`src/hdl/vtp_pkg.sv`:
```
// Shared types and constants for the vertex transform core.
// Used by vtp_mac, vertex_transform_perspective_core and the bench; no dependencies.
package vtp_pkg;

   localparam logic [1:0] KIND_WRITE = 2'd0;
   localparam logic [1:0] KIND_XFORM = 2'd1;
   localparam logic [1:0] KIND_PERSP = 2'd2;

   localparam logic signed [31:0] S32_MAX = 32'sh7FFF_FFFF;
   localparam logic signed [31:0] S32_MIN = 32'sh8000_0000;

   typedef struct packed {
      logic [1:0]         kind;
      logic [1:0]         row;
      logic [1:0]         col;
      logic signed [31:0] coefficient;
      logic signed [31:0] in_x;
      logic signed [31:0] in_y;
      logic signed [31:0] in_z;
      logic signed [31:0] in_w;
   } req_type;

   typedef struct packed {
      logic signed [31:0] out_x;
      logic signed [31:0] out_y;
      logic signed [31:0] out_z;
      logic signed [31:0] out_w;
      logic               zero_w;
      logic               saturated;
   } rsp_type;

   typedef struct packed {
      logic       first;
      logic       last;
      logic [1:0] row;
   } mac_tag_type;

   typedef struct packed {
      logic       done;
      logic [1:0] row;
   } mac_stat_type;

   function automatic logic [31:0] mag32(logic signed [31:0] v);
      return v[31] ? (~v + 32'd1) : v;
   endfunction

endpackage

```
`src/hdl/vtp_mac.sv`:
```
// Shared multiply-accumulate unit: registered 32x32 product, floor shift, row sum.
// Depends on vtp_pkg.
module vtp_mac #(
   parameter int FRAC_BITS = 16
) (
   input  logic                        clock,
   input  logic                        reset,
   input  logic                        op_valid,
   input  vtp_pkg::mac_tag_type        op_tag,
   input  logic signed [31:0]          op_a,
   input  logic signed [31:0]          op_b,
   output logic signed [65-FRAC_BITS:0] acc,
   output vtp_pkg::mac_stat_type       stat
);

   localparam int ACC_W = 66 - FRAC_BITS;

   logic signed [63:0]      prod_ff;
   logic                    pvalid_ff;
   vtp_pkg::mac_tag_type    ptag_ff;
   logic signed [ACC_W-1:0] acc_ff, acc_in;
   vtp_pkg::mac_stat_type   stat_ff, stat_in;
   logic signed [63:0]      shifted;
   logic signed [ACC_W-1:0] base;

   always_comb begin
      shifted = prod_ff >>> FRAC_BITS;
      base    = ptag_ff.first ? '0 : acc_ff;
      acc_in  = acc_ff;
      stat_in = '0;
      if (pvalid_ff) begin
         acc_in       = base + $signed(shifted[ACC_W-1:0]);
         stat_in.done = ptag_ff.last;
         stat_in.row  = ptag_ff.row;
      end
   end

   always_ff @(posedge clock) begin
      prod_ff <= 64'(op_a) * 64'(op_b);
      ptag_ff <= op_tag;
      acc_ff  <= acc_in;
      if (reset) begin
         pvalid_ff <= 1'b0;
         stat_ff   <= '0;
      end else begin
         pvalid_ff <= op_valid;
         stat_ff   <= stat_in;
      end
   end

   assign acc  = acc_ff;
   assign stat = stat_ff;

endmodule

```
`config.mk`:
```
export PLATFORM = sky130hd
export DESIGN_NAME = vtp_mac
export DESIGN_NICKNAME = d
export VERILOG_FILES = /design/src/hdl/vtp_pkg.sv /design/src/hdl/vtp_mac.sv
export SDC_FILE = /design/constraint.sdc
export NUM_CORES = 2
export LEC_CHECK = 0
export BUFFER_PORTS_ARGS = -buffer_cell sky130_fd_sc_hd__buf_2
export CORE_MARGIN = 4
export CORE_UTILIZATION = 40
export CTS_CLUSTER_DIAMETER = 80
export DETAILED_ROUTE_END_ITERATION = 12
export PLACE_DENSITY_LB_ADDON = 0.05
export SLEW_MARGIN = 20
export SYNTH_ARGS = -nofsm -noshare
export SYNTH_HDL_FRONTEND = slang
export SYNTH_SLANG_ARGS = --single-unit
```
`constraint.sdc`:
```
create_clock -name clock -period 9.5 [get_ports clock]
set_clock_uncertainty 0.05 [all_clocks]
set_input_delay 0.475 -clock clock [delete_from_list [all_inputs] [get_ports clock]]
set_output_delay 0.475 -clock clock [all_outputs]
set_load 0.01 [all_outputs]
```
==> results.md <==
- Clock Tree Buf Depth: 2
- Syn Std Cell Area: 40,900 µm²
- Worst-skew pair later-pin latency: 370 ps
- Fin. Hold Viols: 0
- Total number of vias: 27,700
- Distinct cells, synth: 72
- Initial antenna violation count: 12
- Post-Synth XOR/XNOR Area: 0.0216
- Synth Area per Inst: 9.63 µm²
- Synth top area share: 0.529
- Synth-to-Final Area Change: 5.74%
- Core region area: 102,000 µm²
- Clock root buffer: clkbuf_16
- Crit Path Max Fanout: 32
- Slew @ Worst Pin: 1050 ps
- Pin count of the biggest net entering global routing: 51
- Final nets: 5,622
- CP Capture Type: flop
- Final WL: 123 mm
- H-tree Lvls: 3
- Drt pass-1 iters: 5
- CP Class: input pin to flop
- Final Cycle Share: 0.855
- Layout cell share with drive strength beyond 1: 0.0558
- Status: complete, no violations
- Top FF cell, synth: dfxtp_1
- Hold_sp: op_tag[1]
- # port buffers: 123
- Multiplexer share of the synthesized area: 0.000550
- Asr flop ratio synth: 0
- Adder and majority gate portion of the synthesized area: 0.599
- Synth Instances: 4,251
- Die width: 328 µm
- Startpoint Class: input pin
- Routed WL per cell: 21.9 µm
- Iteration-0 DRC count of the detailed router: 1,188
- Gr usage total: 0.240
- GRT overflow: 0
- Synthesized Nets: 5,633
- Post-CTS Setup Bufs: 0
- R2r startpoint: ptag_ff[3]
- DRC: 0
- Hold Buf Count CTS: 0
- Detailed placement HPWL: 101 mm
- Hold crit path type: input pin to flop
- Crit path time final: 8130 ps
- RD Place Congestion: 0.852
- CTS clk-pin slew, worst paths: 70 ps
- Die area: 108,000 µm²
- Max Freq: 123 MHz
- Core Rows: 117
- Most frequent cells after synthesis: fa_1, inv_1, and2_1
- Slew Limit Fails: 0
- CP arrival: 8380 ps
- FF+latch count, synth: 106
- Final setup viols: 0
- Clock Sinks: 106
- Required time worst endpoint: 9750 ps
- CTS tree: yes
- RSZ-0062 raised after global routing: no
- Total CTS buffers: 9
- Max_slew headroom: 0.298
- Worst Setup SP: op_b[9]
- Max Cap Viol: 0
- Synth Area in Compound Gates: 0.0502
- Top Ports: 124
- Vias in the first global route: 31,800
- Setup TNS Final: 0 ps
- Largest family of logic cells by synthesized area: adder cells
- Cell with the most instances after synthesis: fa_1
- Synth Area in Simple Gates: 0.157
- First-pass GRT wire length: 195 mm
- Ys Warns: 0
- Ranking of synthesized cells by area: fa_1, inv_1, and2_1, ha_1, nand2_1
- Initial core utilization: 0.402
- Die Ht: 328 µm
- Post-synth EDFFs: 50
- Cell accounting for the most synthesized area: fa_1
- Final ANT Viol Nets: 0
- CTS resizes: 0
- Via density: 4.93
- Seq/Total Area, Yosys: 0.0640
-- kinds of logic after synthesis --
| logic type | after synthesis |
|---|---|
| AO/OA/AOI/OAI | 303 |
| XOR/XNOR | 101 |
| adder cells (fa/ha/maj) | 1311 |
| buffers and inverters | 1169 |
| flip-flops | 106 |
| multiplexers | 2 |
| AND/OR/NAND/NOR | 1259 |
-- cell type report --
type	instances	area (µm²)
fill	10200	58400
multi-input combinational	2976	33900
inverter	956	3590
sequential	106	2630
tap	1368	1710
timing repair buffer	191	1130
clock buffer	9	225
clock inverter	7	88.8
antenna	3	7.51
-- sequential cells by signal (all words and copies together) (netlist names) --
| register | flops |
|---|---|
| acc | 50 |
| prod_ff | 48 |
| ptag_ff | 4 |
| pvalid_ff | 1 |
| stat | 3 |
-- through the flow --
stage                     instance area [µm²]  hold WS (ps)  setup slack [ps]  std cells   util
after CTS                               43300           127              1370       5613  0.426
final                                   43300           155              1370       5616  0.426
after detailed placement                43000           362               947       5597  0.422
after floorplan                         40900           356              1520       4251      -
after global routing                    43300           132               963       5613  0.426
after global placement                  43000           366               991       5597  0.422
-- worst max-delay path, stage by stage --
cell and delay (ps):
buf_2 600, nand2_1 170, fa_1 540, inv_1 60, fa_1 440, fa_1 480
inv_1 40, fa_1 490, inv_1 60, fa_1 490, inv_1 50, fa_1 520
inv_1 50, fa_1 500, fa_1 430, ha_1 330, a21oi_1 170, buf_4 190
o22ai_1 100, o21ai_1 320, nor4b_2 470, a21oi_1 220, nor4_2 290, o32ai_2 190
a221o_1 340, a21oi_1 180, xnor2_1 130
-- per-layer routing --
layer,global-route usage,wire length [µm],vias to the layer above
met3,0.0186,3290,136
met2,0.439,63700,419
li1,-,-,12400
met4,0.0721,4600,4
met1,0.304,51200,14800
met5,0,21,-
-- layout by cell type (no fill, tap or decap), types with 4 or more instances in the layout --
cell / instances
buf_2: 123
buf_4: 68
ha_1: 229
a21oi_1: 100
o21ai_0: 33
and4_1: 5
nand2_1: 518
o211ai_1: 7
o21ai_1: 8
a221o_1: 5
dfxtp_1: 54
edfxtp_1: 50
inv_1: 956
a31o_2: 5
nor2_1: 65
fa_1: 1082
o21a_1: 12
nor2b_1: 64
a211oi_1: 11
nand3_1: 13
clkbuf_16: 9
and2_1: 524
a31oi_1: 16
a21boi_0: 6
nand4_1: 13
o21bai_1: 11
xnor2_1: 68
and3_1: 15
nand2b_1: 18
or3_1: 4
a21o_1: 52
xor2_1: 33
nor3_1: 6
-- final timing paths --
path | to | cells past startpoint | slack (ps)
worst max-delay path | prod_ff[48] | 27 | 1370
worst min-delay path | ptag_ff[1] | 1 | 150
worst max register to register | acc[48] | 15 | 5310
worst min register to register | stat[0] | 1 | 370
Power is not shown: default switching activity piles up to over one toggle a cycle in this logic, so the estimate is an artifact.
