===== config.mk =====
export PLATFORM = sky130hd
export DESIGN_NAME = vtp_div
export DESIGN_NICKNAME = d
export VERILOG_FILES = /design/src/hdl/vtp_div.sv
export SDC_FILE = /design/constraint.sdc
export NUM_CORES = 1
export LEC_CHECK = 0
export ABC_AREA = 1
export BUFFER_PORTS_ARGS = -buffer_cell sky130_fd_sc_hd__buf_2
export CAP_MARGIN = 0
export CORE_MARGIN = 5
export CORE_UTILIZATION = 60
export DETAILED_ROUTE_END_ITERATION = 8
export HOLD_SLACK_MARGIN = 0.12
export PLACE_DENSITY = 0.9
export SETUP_SLACK_MARGIN = 0.5
export SLEW_MARGIN = 5
export SYNTH_ARGS = -nofsm -noshare
export SYNTH_HDL_FRONTEND = slang
export SYNTH_SLANG_ARGS = --single-unit

===== constraint.sdc =====
create_clock -name clock -period 7.3 [get_ports clock]
set_clock_uncertainty 0.1 [all_clocks]
set_input_delay 1.095 -clock clock [delete_from_list [all_inputs] [get_ports clock]]
set_output_delay 1.095 -clock clock [all_outputs]
set_load 0.02 [all_outputs]

===== src/hdl/vtp_div.sv =====
// Restoring unsigned divider, one quotient bit per cycle.
// Does not depend on vtp_pkg; no package items used here.
module vtp_div #(
   parameter int FRAC_BITS = 16
) (
   input  logic                    clock,
   input  logic                    reset,
   input  logic                    div_start,
   input  logic [31+FRAC_BITS:0]   dividend,
   input  logic [31:0]             divisor,
   output logic                    div_done,
   output logic [31+FRAC_BITS:0]   quotient
);

   localparam int DVD_W = 32 + FRAC_BITS;
   localparam int CNT_W = $clog2(DVD_W);

   logic             run_ff, run_in;
   logic             done_ff, done_in;
   logic [CNT_W-1:0] cnt_ff, cnt_in;
   logic [31:0]      rem_ff, rem_in;
   logic [DVD_W-1:0] quo_ff, quo_in;
   logic [31:0]      dvs_ff, dvs_in;
   logic [32:0]      shifted;
   logic [33:0]      diff;

   always_comb begin
      shifted = {rem_ff, quo_ff[DVD_W-1]};
      diff    = {1'b0, shifted} - {2'b00, dvs_ff};
      run_in  = run_ff;
      done_in = 1'b0;
      cnt_in  = cnt_ff;
      rem_in  = rem_ff;
      quo_in  = quo_ff;
      dvs_in  = dvs_ff;
      if (div_start) begin
         run_in = 1'b1;
         cnt_in = CNT_W'(DVD_W - 1);
         rem_in = '0;
         quo_in = dividend;
         dvs_in = divisor;
      end else if (run_ff) begin
         if (!diff[33]) begin
            rem_in = diff[31:0];
            quo_in = {quo_ff[DVD_W-2:0], 1'b1};
         end else begin
            rem_in = shifted[31:0];
            quo_in = {quo_ff[DVD_W-2:0], 1'b0};
         end
         cnt_in = cnt_ff - CNT_W'(1);
         if (cnt_ff == '0) begin
            run_in  = 1'b0;
            done_in = 1'b1;
         end
      end
   end

   always_ff @(posedge clock) begin
      cnt_ff <= cnt_in;
      rem_ff <= rem_in;
      quo_ff <= quo_in;
      dvs_ff <= dvs_in;
      if (reset) begin
         run_ff  <= 1'b0;
         done_ff <= 1'b0;
      end else begin
         run_ff  <= run_in;
         done_ff <= done_in;
      end
   end

   assign div_done = done_ff;
   assign quotient = quo_ff;

endmodule


==> out/qor.csv <==
stage;metric;value;unit
finish;final_layout_size_suffix_gt1_frac;0.164;
power;p_leak;4.93;nW
power;power_frac_seq;0.408;
clocking;clk_path_buf_depth;2;
clocking;post_cts_buffers;0;
floorplan;die_area;0.0150;mm2
sta;tightestPinTransition;0.646;ns
sta;holdWs;0.377;ns
power;pwr-share-clk;0.473;
setup_path;crit_end;quotient[5]$_DFFE_PP_;
global_route;antenna_found_initial;0;
setup_path;critPathRequiredTime;7.25;ns
clocking;clk_pin_slew_worst_paths;0.06;ns
setup_path;endpoint_kind;flip-flop;
routing;initialDrtViolationCount;601;
routing;wl_met3;1880;um
setup_path;crit_type;input pin to flip-flop;
routing;drt_wl_total;19900;um
logic_synthesis;syn_inst;1060;
setup_path;ff2ff_setup_slack;4.45;ns
run_status;outcome;complete, no violations;
finish;layout.nets;1307;
power;peakVddDrop;160;uV
finish;num_antenna_cells;0;
placed_design;gp_congestion;0.968;
sta;rsz0062_at_grt;no;
floorplan;die_height;122;um
sta;fin_crit_sh;0.395;
sta;finalSetupTns;0;ns
clocking;cts_inserted_buffers;17;
flow_run;cap_violations;0;
sta;fin_crit;2.89;ns
logic_synthesis;seq_area_frac_synth;0.423;
routing;drc;0;
sta;max_freq;346;MHz
global_route;grt_pass1_wl;32000;um
setup_path;worst_setup_path_start_kind;input pin;
sta;drv_slew;0;
routing;post_drt_wl_per_cell;14.5;um
routing;first_pass_iters;5;
min_path;hold_class;flip-flop to flip-flop;
routing;vias;7132;
routing;vias_per_cell;5.19;
clocking;ctsHoldBuffers;0;
routing;ant_nets;0;
routing;wl_met2;9430;um
sta;relSlewSlack;0.569;
clocking;cts_tree;yes;
global_route;overflow;0;
floorplan;fp.dieW;122;um
setup_path;arrival;2.84;ns
placed_design;placed_cells_incl_taps;1342;
clocking;cts.sinks;120;
floorplan;fp-row-count;41;
power;sw_frac_of_total;0.255;
routing;highest_layer;met4;
power;power_switching;0.502;mW
setup_path;r2r_end;rem_ff[5]$_SDFFE_PP0P_;
floorplan;coreArea;0.0125;mm2
clocking;clk_latency;0.42;ns
sta;setup-violations-final;0;
logic_synthesis;ys_warn_count;0;
power;p_per_area;219;mW/mm2
setup_path;r2r_cells;13;
floorplan;start_util;0.605;
global_route;track_usage;0.273;
setup_path;startpoint;div_start;
clocking;cts_resized;0;
power;finalPower;1.97;mW
finish;final_cells;1374;
logic_synthesis;syn_avg_cell_area;7.14;um2
logic_synthesis;ys_ff_latch;120;
setup_path;cp_max_fo;41;
sta;hold_viol;0;
power;combPwrFrac;0.120;
logic_synthesis;synth_nets;1178;
placed_design;dp_hpwl;14200;um
logic_synthesis;syn_area;0.00757;mm2
clocking;cts_root_buf;clkbuf_16;
logic_synthesis;synthDistinctLibCells;38;
finish;utilization;0.718;
clocking;htree_levels;4;
routing;wl_met1;8070;um
global_route;grt_pass1_vias;6985;
finish;area_growth;18.7;%
power;intPower;1.47;mW
floorplan;io_pins;132;
setup_path;timing.rr.start;dvs_ff[20]$_DFFE_PP_;
placed_design;portBuffers;131;
global_route;grt_max_degree;61;
power groups by stage:
stage          sequential, mW  clock [mW]  combinational [mW]
2_1_floorplan           0.846           0               0.112
3_3_place_gp            0.814           0               0.228
3_5_place_dp            0.814           0               0.234
4_1_cts                 0.802       0.932               0.236
5_1_grt                 0.806       0.963               0.259
6_report                0.802       0.930               0.236
worst max-delay path, stage by stage:
cell and delay [ns]:
buf_2 0.47, nor2_1 0.08, buf_4 0.25, inv_2 0.34
buf_4 0.52
worst min path at each step:
stage,cells after the start,startpoint,to,slack (ns)
after global placement,2,rem_ff[22]$_SDFFE_PP0P_,rem_ff[22]$_SDFFE_PP0P_,0.36
after detailed placement,2,rem_ff[17]$_SDFFE_PP0P_,rem_ff[17]$_SDFFE_PP0P_,0.36
final,2,rem_ff[23]$_SDFFE_PP0P_,rem_ff[23]$_SDFFE_PP0P_,0.38
after CTS,2,rem_ff[23]$_SDFFE_PP0P_,rem_ff[23]$_SDFFE_PP0P_,0.37
after floorplan,2,rem_ff[10]$_SDFFE_PP0P_,rem_ff[10]$_SDFFE_PP0P_,0.34
after global routing,2,rem_ff[15]$_SDFFE_PP0P_,rem_ff[15]$_SDFFE_PP0P_,0.39
cell usage after synthesis (all sizes together):
cell type,n,area [um2]
dfxtp,40,801
xnor2,12,105
nand3,85,450
xor2,3,26.3
a21oi,21,120
clkinv,2,8.75
clkbuf,14,52.6
nand2,462,1770
edfxtp,80,2400
nand3b,14,105
o21bai,3,22.5
a22oi,1,7.51
nor3,11,65.1
and2,2,12.5
nor4,2,12.5
ha,34,425
buf,12,97.6
nor2,51,228
inv,185,694
fa,1,20.0
a31oi,1,6.26
nand4,9,56.3
o21ai,15,75.1
placed cells by master (no fill, tap or decap), types with 3 or more instances in the layout:
master     instances
buf_4              5
nand4_1            9
nor2_2             3
o21ai_1           12
o21ai_0            3
ha_1              34
clkinv_4           5
edfxtp_1          80
nand2_2            7
dfxtp_1           40
inv_2              5
xor2_1             3
a21oi_1           19
bufinv_16          5
nand3_1           80
clkbuf_16         17
nand2_4            3
nor2_1            45
nand2_1          452
xnor2_1           12
buf_2            131
inv_1            180
nand3b_1          14
o21bai_1           3
nand3_2            5
nor3_1             9
layer usage:
metal | global-route usage | up-vias
met5 | 0 | -
met4 | 0.0959 | 0
met3 | 0.0742 | 49
met2 | 0.460 | 341
met1 | 0.339 | 3192
li1 | - | 3550
logic make-up (layout without fill, tap and decap cells):
logic type,after synthesis,in the layout,synth area share
adder cells (fa/ha/maj),35,35,0.0589
buffers and inverters,213,355,0.113
AO/OA/AOI/OAI,41,41,0.0306
AND/OR/NAND/NOR,636,636,0.357
flip-flops,120,120,0.423
XOR/XNOR,15,15,0.0174
stage by stage:
stage	setup slack, ns	instance area [um2]
2_1_floorplan	3.70	7570
3_3_place_gp	4.01	8330
3_5_place_dp	3.99	8330
4_1_cts	4.42	8980
5_1_grt	4.31	8980
6_report	4.41	8980
flip-flops by register name, summed over array words and instances, names as in the netlist:
| register | cells |
|---|---|
| rem_ff | 32 |
| dvs_ff | 32 |
| quotient | 48 |
| cnt_ff | 6 |
| div_done | 1 |
| run_ff | 1 |
area by class of cell:
class,count,area [um2]
fill,982,3540
multi-input combinational,727,3510
sequential,120,3200
inverter,187,703
timing repair buffer,136,693
clock buffer,18,429
clock inverter,14,223
tap,172,215
No activity file was read; power rests on OpenSTA's default activity.
